**config.mk**
```make
export PLATFORM = sky130hd
export DESIGN_NAME = packed_iq_float_decode_core
export DESIGN_NICKNAME = d
export VERILOG_FILES = /design/src/sv/piqfd_pkg.sv /design/src/sv/piqfd_lane.sv /design/src/sv/piqfd_pack.sv /design/src/sv/packed_iq_float_decode_core.sv
export SDC_FILE = /design/constraint.sdc
export NUM_CORES = 1
export LEC_CHECK = 0
export BUFFER_PORTS_ARGS = -buffer_cell sky130_fd_sc_hd__buf_4
export CORE_MARGIN = 5
export CORE_UTILIZATION = 40
export CTS_BUF_LIST = sky130_fd_sc_hd__clkbuf_4
export DETAILED_ROUTE_END_ITERATION = 10
export HOLD_SLACK_MARGIN = 0.15
export PLACE_DENSITY = 0.55
export SLEW_MARGIN = 0
export SYNTH_ARGS = -nofsm -noshare
export SYNTH_HDL_FRONTEND = slang
export SYNTH_SLANG_ARGS = --single-unit
```
**constraint.sdc**
```tcl
create_clock -name clock -period 14.8 [get_ports clock]
set_clock_uncertainty 0.1 [all_clocks]
set_input_delay 0.74 -clock clock [delete_from_list [all_inputs] [get_ports clock]]
set_output_delay 0.74 -clock clock [all_outputs]
set_load 0.03 [all_outputs]
```
**src/sv/piqfd_pkg.sv**
```systemverilog
// Package with shared types and constants for the packed I/Q float decoder.
package piqfd_pkg;

   localparam int CodeWidth  = 16;
   localparam int FloatWidth = 32;

   // Result of one decode lane: sign, magnitude (up to 13 bits) and exponent offset.
   typedef struct packed {
      logic        zero;
      logic        sign;
      logic [12:0] mag;
      logic [7:0]  base;
   } lane_type;

endpackage

```
**src/sv/piqfd_lane.sv**
```systemverilog
// One decode lane: unpacks a 16-bit code into sign, magnitude and biased exponent base.
module piqfd_lane (
   input  logic                                high_snr,
   input  logic [piqfd_pkg::CodeWidth-1:0]     code,
   output piqfd_pkg::lane_type                 lane
);

   logic [12:0] mant;
   logic        neg;
   logic [12:0] mag;
   logic [7:0]  base;
   logic        zero;

   always_comb begin
      mant = '0;
      neg  = 1'b0;
      base = '0;
      zero = 1'b0;
      if (!high_snr) begin
         zero = (code == '0);
         neg  = code[10];
         // Negative mantissa is low10 - 2048; magnitude is 2048 - low10.
         mant = neg ? (13'd2048 - {3'b000, code[9:0]}) : {3'b001, code[9:0]};
         base = 8'(8'd127 + {3'b000, code[15:11]} - 8'd40);
      end else if (code[15:12] != 4'd0) begin
         neg  = code[11];
         // The most negative mantissa has a magnitude of 4096, which needs 13 bits.
         mant = neg ? (13'd4096 - {2'b00, code[10:0]}) : {2'b01, code[10:0]};
         base = 8'(8'd127 + {4'b0000, code[15:12]} - 8'd25);
      end else begin
         zero = (code[11:0] == '0);
         neg  = code[11];
         mant = neg ? (13'd4096 - {1'b0, code[11:0]}) : {1'b0, code[11:0]};
         base = 8'd103;
      end
      mag = mant;
   end

   assign lane.zero = zero;
   assign lane.sign = neg;
   assign lane.mag  = mag;
   assign lane.base = base;

endmodule

```
**src/sv/piqfd_pack.sv**
```systemverilog
// Normalises one lane result into an IEEE single-precision bit pattern.
module piqfd_pack (
   input  piqfd_pkg::lane_type                 lane,
   output logic [piqfd_pkg::FloatWidth-1:0]    value
);

   logic [3:0]  msb;
   logic [22:0] frac;
   logic [23:0] shifted;

   always_comb begin
      msb = '0;
      for (int b = 0; b < 13; b++) begin
         if (lane.mag[b]) msb = 4'(b);
      end
      shifted = {11'd0, lane.mag} << (5'd23 - {1'b0, msb});
      frac    = shifted[22:0];
      if (lane.zero) begin
         value = '0;
      end else begin
         value = {lane.sign, 8'(lane.base + {4'd0, msb}), frac};
      end
   end

endmodule

```
**src/sv/packed_iq_float_decode_core.sv**
```systemverilog
// Top level of the packed I/Q float decoder.
// Input channel req_*: one transaction per radar gate, holding the packed I and Q
// codes in tdata and the last-gate flag in tlast. Result channel rsp_*: the two
// IEEE single-precision values in tdata and the copied flag in tlast.
// csr_*: write channel for the one-bit format register (1 = high-SNR packing).
// The I and Q codes are decoded by two identical lanes side by side and the
// merged result is held in an output register; one gate is accepted every
// cycle while req_tready is high. A skid register lets the block take a new
// transaction while the receiver stalls, so req_tready only falls when both
// the output and the skid register are full.
// Reset (synchronous, active high) empties both registers and clears the
// format register to legacy packing. The user must write the format register
// only while no transaction is in flight; the block does not enforce it.
module packed_iq_float_decode_core (
   input  logic        clock,
   input  logic        reset,
   input  logic        req_tvalid,
   output logic        req_tready,
   input  logic [31:0] req_tdata,   // i_code [15:0], q_code [31:16]
   input  logic        req_tlast,
   output logic        rsp_tvalid,
   input  logic        rsp_tready,
   output logic [63:0] rsp_tdata,   // i_value [31:0], q_value [63:32]
   output logic        rsp_tlast,
   input  logic        csr_valid,
   output logic        csr_ready,
   input  logic        csr_data
);

   logic                 fmt_ff, fmt_in;
   piqfd_pkg::lane_type  i_lane, q_lane;
   logic [31:0]          i_val, q_val;
   logic                 out_v_ff, out_v_in, skid_v_ff, skid_v_in;
   logic [64:0]          out_d_ff, out_d_in, skid_d_ff, skid_d_in;
   logic                 req_fire, rsp_fire;

   piqfd_lane u_lane_i (.high_snr(fmt_ff), .code(req_tdata[15:0]),  .lane(i_lane));
   piqfd_lane u_lane_q (.high_snr(fmt_ff), .code(req_tdata[31:16]), .lane(q_lane));
   piqfd_pack u_pack_i (.lane(i_lane), .value(i_val));
   piqfd_pack u_pack_q (.lane(q_lane), .value(q_val));

   assign csr_ready  = 1'b1;
   assign req_tready = !skid_v_ff;
   assign req_fire   = req_tvalid && req_tready;
   assign rsp_fire   = rsp_tvalid && rsp_tready;
   assign rsp_tvalid = out_v_ff;
   assign rsp_tdata  = out_d_ff[63:0];
   assign rsp_tlast  = out_d_ff[64];

   always_comb begin
      fmt_in    = (csr_valid && csr_ready) ? csr_data : fmt_ff;
      out_v_in  = out_v_ff;
      out_d_in  = out_d_ff;
      skid_v_in = skid_v_ff;
      skid_d_in = skid_d_ff;
      if (rsp_fire || !out_v_ff) begin
         if (skid_v_ff) begin
            out_v_in  = 1'b1;
            out_d_in  = skid_d_ff;
            skid_v_in = 1'b0;
            if (req_fire) begin
               skid_v_in = 1'b1;
               skid_d_in = {req_tlast, q_val, i_val};
            end
         end else begin
            out_v_in = req_fire;
            out_d_in = {req_tlast, q_val, i_val};
         end
      end else if (req_fire) begin
         skid_v_in = 1'b1;
         skid_d_in = {req_tlast, q_val, i_val};
      end
   end

   always_ff @(posedge clock) begin
      if (reset) begin
         fmt_ff    <= 1'b0;
         out_v_ff  <= 1'b0;
         skid_v_ff <= 1'b0;
      end else begin
         fmt_ff    <= fmt_in;
         out_v_ff  <= out_v_in;
         skid_v_ff <= skid_v_in;
      end
      out_d_ff  <= out_d_in;
      skid_d_ff <= skid_d_in;
   end

   // The skid register only fills while the output register is full.
   a_skid_needs_out: assert property (@(posedge clock) disable iff (reset)
      skid_v_ff |-> out_v_ff) else $error("skid full while output empty");

   // A stalled result must not change underneath the receiver.
   a_out_holds: assert property (@(posedge clock) disable iff (reset)
      (rsp_tvalid && !rsp_tready) |=> (rsp_tvalid && $stable(rsp_tdata)))
      else $error("result changed while stalled");

   // After any accepted transaction the output register holds a pending result next cycle.
   a_accept_lands: assert property (@(posedge clock) disable iff (reset)
      req_fire |=> out_v_ff) else $error("accepted transaction lost");

endmodule

```
After elaboration in Yosys (flattened, before gate mapping)
Index checks and enable logic that the tools add are counted.
{"block": "totals", "output_inout_bits": 68, "input_bits": 39, "ff_bits": 133, "word_cells": 93}
{"block": "classes", "add_sub_neg": 18, "muxes": 55, "reduce_logical": 12, "n_eq_ne": 1, "n_shift": 2}
{"operator": "2-to-1 mux 65 bit", "n": 4}
{"operator": "2-to-1 mux 13 bit", "n": 10}
{"operator": "2-to-1 mux 32 bit", "n": 2}
{"operator": "<< shifter 13 x 5 -> 23 bit", "n": 2}
{"operator": "2-to-1 mux 4 bit", "n": 10}
{"operator": "zero test 16 bit", "n": 2}
{"operator": "2-to-1 mux 8 bit", "n": 4}
{"operator": "subtractor 12 x 10 -> 13 bit, first input constant", "n": 2}
{"operator": "subtractor 13 x 11 -> 13 bit, first input constant", "n": 2}
{"operator": "subtractor 13 x 12 -> 13 bit, first input constant", "n": 2}
{"operator": "zero test 12 bit", "n": 2}
{"operator": "2-to-1 mux 3 bit", "n": 8}
{"operator": "adder 7 x 4 -> 8 bit, first input constant", "n": 2}
{"operator": "adder 7 x 5 -> 8 bit, first input constant", "n": 2}
{"operator": "adder 8 x 4 -> 8 bit", "n": 2}
{"operator": "subtractor 8 x 5 -> 8 bit, second input constant", "n": 2}
{"operator": "subtractor 8 x 6 -> 8 bit, second input constant", "n": 2}
{"operator": "2-to-1 mux 1 bit", "n": 13}
{"operator": "subtractor 5 x 4 -> 5 bit, first input constant", "n": 2}
{"operator": "2-to-1 mux 2 bit", "n": 4}
{"operator": "nonzero test 4 bit", "n": 2}
{"operator": "logical AND 1 bit", "n": 2}
{"operator": "zero test 1 bit", "n": 2}
{"operator": "!= test 2 bit, second input constant", "n": 1}
{"operator": "2 further kinds", "n": 2}

Logic depth before layout (Yosys ltp)
Gate-level depths: netlist (run 1).
{"block": "depth", "ltp_word": 22, "depth_mapped": 23, "depth_no_buf": 21}

Hierarchy
From an unflattened synthesis (run 1), not the netlist that was laid out.
{"block": "unflattened", "hier_cells": 690, "area_unflattened_um2": 8202.9}
{"module": "packed_iq_float_decode_core", "seq_area_each_um2": 3963.8, "area_each_um2": 4880.9, "instances": 1, "cells_each": 216}
{"module": "piqfd_lane", "seq_area_each_um2": 0.0, "area_each_um2": 581.8, "instances": 2, "cells_each": 81}
{"module": "piqfd_pack (u_pack_q)", "seq_area_each_um2": 0.0, "area_each_um2": 1122.3, "instances": 1, "cells_each": 161}
{"module": "piqfd_pack (u_pack_i)", "seq_area_each_um2": 0.0, "area_each_um2": 1036.0, "instances": 1, "cells_each": 151}

Least setup slack after synthesis (run 1)
Ideal clock, no wire load.
{"block": "synth_timing", "kind": "input to register", "start": "in rsp_tready", "end": "reg skid_d_ff[0] (enable)", "t_required_ns": 14.119, "slack_ns": 6.895, "setup_time_ns": 0.581, "stages": 2, "n_path_buf": 0, "t_arrival_ns": 7.224, "cell_sequence": "nand2b_1 nor3b_1"}
{"block": "synth_between", "elab_chain_len": 3}
{"item": "start, declared", "line_no": "packed_iq_float_decode_core.sv:22", "rtl": "input logic rsp_tready,"}
{"item": "logical AND 1 bit", "line_no": "packed_iq_float_decode_core.sv:45", "rtl": "assign rsp_fire = rsp_tvalid && rsp_tready;"}
{"item": "logical OR 1 bit", "line_no": "packed_iq_float_decode_core.sv:56", "rtl": "if (rsp_fire || !out_v_ff) begin"}
{"item": "!= test 2 bit (no source line)"}
{"item": "end signal, assigned", "line_no": "packed_iq_float_decode_core.sv:86", "rtl": "skid_d_ff <= skid_d_in;"}
{"item": "end, declared", "line_no": "packed_iq_float_decode_core.sv:34", "rtl": "logic [64:0] out_d_ff, out_d_in, skid_d_ff, skid_d_in;"}
No other way between the ends.
A chain may end at the register's enable or synchronous reset.

Worst setup path in the final report (run 1)
{"block": "layout_timing", "start": "in req_tdata[0]", "end": "reg out_d_ff[28], data pin"}
{"block": "layout_between", "elab_chain_len": 19, "word_cells_on_any_way": 27, "classes_between": "4 x add/sub; 21 x mux; 2 x reduce/logical"}
{"item": "start, declared", "line_no": "packed_iq_float_decode_core.sv:19", "rtl": "input logic [31:0] req_tdata,"}
{"item": "subtractor 13 x 12 -> 13 bit or subtractor 13 x 11 -> 13 bit (tied branches)", "line_no": "piqfd_lane.sv:33, piqfd_lane.sv:28"}
{"item": "2-to-1 mux 13 bit, on equally long branches", "line_no": "piqfd_lane.sv:33, piqfd_lane.sv:28"}
{"item": "2-to-1 mux 13 bit", "line_no": "piqfd_lane.sv:25", "rtl": "end else if (code[15:12] != 4'd0) begin"}
{"item": "2-to-1 mux 13 bit", "line_no": "piqfd_lane.sv:19", "rtl": "if (!high_snr) begin"}
{"item": "2-to-1 mux 1 bit", "line_no": "piqfd_pack.sv:14", "rtl": "if (lane.mag[b]) msb = 4'(b);"}
{"item": "2-to-1 mux 2 bit (2 in series)", "line_no": "piqfd_pack.sv:14"}
{"item": "2-to-1 mux 3 bit (4 in series)", "line_no": "piqfd_pack.sv:14"}
{"item": "2-to-1 mux 4 bit (5 in series)", "line_no": "piqfd_pack.sv:14"}
{"item": "adder 8 x 4 -> 8 bit", "line_no": "piqfd_pack.sv:21", "rtl": "value = {lane.sign, 8'(lane.base + {4'd0, msb}), frac};"}
{"item": "2-to-1 mux 32 bit *", "line_no": "piqfd_pack.sv:18", "rtl": "if (lane.zero) begin"}
{"item": "2-to-1 mux 65 bit *", "line_no": "packed_iq_float_decode_core.sv:57", "rtl": "if (skid_v_ff) begin"}
{"item": "end signal, assigned", "line_no": "packed_iq_float_decode_core.sv:85", "rtl": "out_d_ff <= out_d_in;"}
{"item": "end, declared", "line_no": "packed_iq_float_decode_core.sv:34"}
Mark *: on every way between the ends. The rest lies on a longest branch, timed or not.

==> results.toml, run 1 <==
[run_status]
status = "finished clean"

[grt]
antenna_found_initial = 1
grt.total_usage_pct = 16.7
grt_pass1_wl_um = 29700
grt_max_degree = 69
grt-ovfl-total = 0
grt_pass1_vias = 5481

[routing]
routed_wl_um = 18500
drt_iter0_markers = 368
ant_nets = 0
firstDrtPassIters = 4
dr_total_vias = 5713
detail_route.drc_violations = 0
vias_per_cell = 5.17
routedWlPerCell_um = 16.7

[timing]
setup_tns_ps = 0
worst_pin_slew_ps = 950
setup_viol = 0
timing.final.crit_share_pct = 34.4
hold_violations = 0
slew_viol_final = 0
max_freq_mhz = 196
slew_headroom_pct = 36.7
layout_min_cycle_time_ps = 5090
rsz0062_at_grt = "no"

[worst_setup_path]
start_kind = "input port"
worstPathRequired_ps = 15040
path_class = "in2reg"
rr_startpoint = "fmt_ff"
worstPathArrival_ps = 5330
endpoint_kind = "flip-flop"
worst-path-max-fanout = 12
cp-startpoint = "req_tdata[0]"

[logic_synthesis]
ys.warnings.count = 0
synthFlopType = "edfxtp_1"
netlist_area_um2 = 7770
syn-instance-count = 710
ys_seq_area_share_pct = 51.0
ys_seq_elements = 133
synth_cell_types = 88
synth-edff-count = 130
avgSynthCellArea_um2 = 10.9
synthArstFlopShare_pct = 0

[clock_network]
numCtsBuffers = 17
cts_tree = "built"
clkTransAtPathRegs_ps = 120
cts_buffer_depth = 2
cts_setup_buffers = 0
insertion_delay_ps = 530
cts_sinks = 133
root_buffer = "clkbuf_4"
post_cts_resized = 0
h-tree-depth = 4
cts_hold_buffers = 0

[floorplanning]
core_area_um2 = 19300
fp.dieH_um = 149
die_area_um2 = 22300
pin_count = 107
fp.dieW_um = 149
start_util_pct = 40.3
rows = 51

[min_path]
hold_class = "in2reg"
worstHoldStart = "req_tlast"

[pwr]
peakVddDrop_uv = 57.1
power_density_nw_per_um2 = 111
leakage_uw = 0.00358

[place]
dp_hpwl_um = 13500
gp_congestion = 0.879
port_buffers = 105

[final_layout]
drive_gt1_share_pct = 24.1
utilization_pct = 47.4
final_nets = 887
area_growth_pct = 17.6

[run]
cap_viol_max_count = 0
==> kinds of logic (layout without fill, tap and decap cells) <==
group,Yosys count,in the layout,share of synthesized area [%]
other,2,24,0.0966
buffers and inverters,70,178,4.12
adder cells (fa/ha/maj),22,22,3.73
XOR/XNOR,27,27,3.14
AND/OR/NAND/NOR,240,240,15.7
multiplexers,51,51,7.15
flip-flops,133,133,51.0
AO/OA/AOI/OAI,165,165,15.1
==> power by group <==
group / internal [uW] / switching, uW / leakage (uW) / total (uW)
clock: 101 / 141 / 0.000134 / 242
sequential: 462 / 13.4 / 0.00132 / 476
combinational: 111 / 181 / 0.00213 / 292
total: 674 / 336 / 0.00358 / 1010
==> synthesized netlist by cell type, types with 5 or more instances <==
cell,instances,share of area [%]
nand3_1,14,0.90
or3_1,5,0.40
nor3_1,23,1.5
o21ai_0,26,1.7
a211oi_1,5,0.48
xnor2_1,16,1.8
and2_1,33,2.7
o31ai_1,22,2.1
mux2_2,23,3.3
nor2_1,60,2.9
ha_1,20,3.2
mux2i_1,26,3.3
buf_2,6,0.39
nor4_1,10,0.80
inv_1,30,1.4
a21o_1,6,0.58
clkbuf_1,22,1.1
xor2_1,10,1.1
o22ai_1,6,0.48
a31oi_1,8,0.64
nand2_1,57,2.8
edfxtp_1,130,50
o21a_1,7,0.68
a21oi_1,38,2.4
==> final timing paths <==
| check | to | slack [ps] | cells past startpoint |
|---|---|---|---|
| hold / removal | skid_d_ff[64] | 290 | 1 |
| setup / recovery | out_d_ff[28] | 9710 | 21 |
| setup reg to reg | out_d_ff[59] | 9900 | 16 |
| hold reg to reg | out_d_ff[37] | 430 | 1 |
==> cells in the final DEF (no fill, tap or decap), types with 23 or more instances in the layout <==
cell type / count
a21oi_1: 38
and2_1: 33
buf_4: 112
conb_1: 23
edfxtp_1: 130
inv_1: 30
mux2_2: 23
mux2i_1: 26
nand2_1: 57
nor2_1: 60
nor3_1: 23
o21ai_0: 26
==> metrics by stage <==
stage | std cells | hold slack [ps] | setup slack, ps | cell area (um2) | power, uW
after floorplan | 731 | 398 | 6890 | 7850 | 680
after global placement | 1072 | 406 | 9320 | 8850 | 773
after detailed placement | 1072 | 412 | 9210 | 8850 | 778
after CTS | 1104 | 245 | 9760 | 9140 | 1020
after global routing | 1105 | 233 | 9290 | 9140 | 1070
final | 1105 | 290 | 9710 | 9140 | 1010
==> critical path: stages <==
cell	delay [ps]
buf_4	150
inv_1	140
ha_1	270
or4b_4	580
nor4b_4	370
ha_1	180
a21oi_1	60
a21oi_1	380
nand2_1	90
a31oi_1	310
inv_1	120
nand2_2	190
clkinv_1	270
ha_1	370
a21o_1	150
a21oi_1	220
inv_1	60
a21oi_1	190
nor2_1	80
xor2_1	180
o31ai_1	210
==> layout make-up <==
| cell class | instances | area (um2) |
|---|---|---|
| clock inverters | 15 | 155 |
| well taps | 265 | 332 |
| fillers | 1844 | 10100 |
| flip-flops and latches | 133 | 3970 |
| inverters | 34 | 135 |
| repair buffers | 112 | 841 |
| clock buffers | 17 | 128 |
| diodes | 1 | 2.50 |
| multi-input cells | 528 | 3580 |
==> registers in the layout (all words and copies together) (netlist names) <==
signal / count
fmt_ff: 1
skid_v_ff: 1
skid_d_ff: 65
rsp_tvalid: 1
out_d_ff: 65
==> layer usage <==
layer  wire (um)  up-vias  track usage (%)
li1            -     2857                -
met1        9780     2698             26.2
met2        7670      143             23.5
met3         839       15             3.22
met4         172        0             4.21
met5           0        -                0
No activity file was read; power rests on OpenSTA's default activity.
==> run 2, diff against run 1 <==
==> constraint.sdc (replaced) <==
create_clock -name clock -period 4.9 [get_ports clock]
set_clock_uncertainty 0.1 [all_clocks]
set_input_delay 0.245 -clock clock [delete_from_list [all_inputs] [get_ports clock]]
set_output_delay 0.245 -clock clock [all_outputs]
set_load 0.03 [all_outputs]
==> run 2 against run 1 <==
Sequential share of layout area is 1.1 points lower. Utilization is 1.2 points higher. Total power grew to 3.1 times the previous value. Final area is 2.6% higher. Largest power group unchanged. Highest routed layer unchanged.
==> results.toml, run 2 (synthesized netlist as in run 1, its figures left out) <==
[timing]
setup_viol = 0
hold_violations = 0
setup_tns_ps = 0
timing.final.crit_share_pct = 93.5
hold_ws_ps = 248
worst_pin_slew_ps = 1220
rsz0062_at_grt = "no"
max_freq_mhz = 218
layout_min_cycle_time_ps = 4580
slew_viol_final = 0
slew_headroom_pct = 18.2

[floorplanning]
start_util_pct = 40.3
core_area_um2 = 19300
pin_count = 107
die_area_um2 = 22300
fp.dieW_um = 149
fp.dieH_um = 149
rows = 51

[worst_setup_path]
worst-path-max-fanout = 12
path_class = "in2reg"
worstPathArrival_ps = 4740
worstPathRequired_ps = 5060
endpoint_kind = "flip-flop"
rr_startpoint = "fmt_ff"
start_kind = "input port"
cp-startpoint = "req_tdata[0]"

[routing]
dr_total_vias = 5834
detail_route.drc_violations = 0
drt_iter0_markers = 326
firstDrtPassIters = 6
ant_nets = 0
vias_per_cell = 5.18
routed_wl_um = 18300
routedWlPerCell_um = 16.3

[pwr]
peakVddDrop_uv = 131
power_density_nw_per_um2 = 338
leakage_uw = 0.00372

[final_layout]
area_growth_pct = 20.7
final_cell_mix = "edfxtp_1 (130), buf_4 (125), nor2_1 (59)"
largestRegisters = "out_d_ff (65), skid_d_ff (65)"
final_common_cell = "edfxtp_1"
drive_gt1_share_pct = 25.3
final_nets = 908
design_area_um2 = 9380
stdcell_count = 1126

[grt]
grt.total_usage_pct = 16.4
grt_pass1_wl_um = 29100
antenna_found_initial = 1
grt-ovfl-total = 0
grt_pass1_vias = 5530
grt_max_degree = 72

[clock_network]
h-tree-depth = 4
clkTransAtPathRegs_ps = 130
cts_sinks = 133
root_buffer = "clkbuf_4"
cts_tree = "built"
cts_setup_buffers = 0
insertion_delay_ps = 530
cts_buffer_depth = 2
numCtsBuffers = 17

[min_path]
worstHoldStart = "req_tdata[10]"
hold_class = "in2reg"

[run]
cap_viol_max_count = 0

[place]
dp.cells = 1085
place_area_um2 = 8960
port_buffers = 105
gp_congestion = 0.871
dp_hpwl_um = 13400

[run_status]
status = "finished clean"
## run 2: changes by cell type in the layout (fill, tap and decap cells not counted), moves of 2 or more
cell,before,now
clkinvlp_4,6,2
buf_4,112,125
bufinv_16,2,4
dlygate4sd3_1,0,8
clkinv_4,1,3
## run 2: per-stage QoR
step / power, uW / utilization [%] / setup slack (ps)
floorplan: 2050 / - / 274
global placement: 2360 / 46.5 / 345
detailed placement: 2360 / 46.5 / 168
CTS: 3200 / 48.6 / 188
global route: 3330 / 48.7 / 11.5
finish: 3170 / 48.7 / 320
## run 2: area by class of cell
cell class / count / area (um2)
antenna: 1 / 2.50
clock buffer: 17 / 128
clock inverter: 15 / 203
fill: 1811 / 9890
inverter: 34 / 135
multi-input combinational: 528 / 3590
sequential: 133 / 3970
tap: 265 / 332
timing repair buffer: 133 / 1020
## run 2: routing by layer
metal / part of all wire [%] / GRT usage (%)
met2: 42 / 23.5
met3: 4.4 / 3.07
met1: 52 / 25.3
met4: 0.98 / 4.39
met5: 0 / 0
## run 2: final timing paths
path	end	slack (ps)	cells after the start
hold reg to reg	out_d_ff[27]	430	2
hold / removal	skid_d_ff[31]	250	3
setup reg to reg	out_d_ff[59]	650	16
setup / recovery	out_d_ff[28]	320	20
## run 2: power by group
group	internal [uW]	total, uW	switching [uW]
sequential	1400	1430	36.9
clock	409	832	423
combinational	349	906	557
total	2150	3170	1020
## run 2: repair_timing
item,4_1_cts,5_1_grt
setup endpoints to repair,0,7
hold endpoints to repair,9,0
resized for setup,0,4
hold buffers,8,0
## run 2: critical path, stage by stage
cell           delay (ps)
dlygate4sd3_1         540
buf_4                 180
inv_1                 130
ha_2                  250
or4b_4                560
nor4b_4               370
ha_1                  290
a21oi_1               190
a21oi_2               130
nand4_1               180
nor2_2                110
nor2_2                240
inv_2                 120
ha_1                  350
a21oi_1               220
inv_1                  60
a21oi_1               180
nor2_1                 80
xor2_1                210
o31ai_1                90
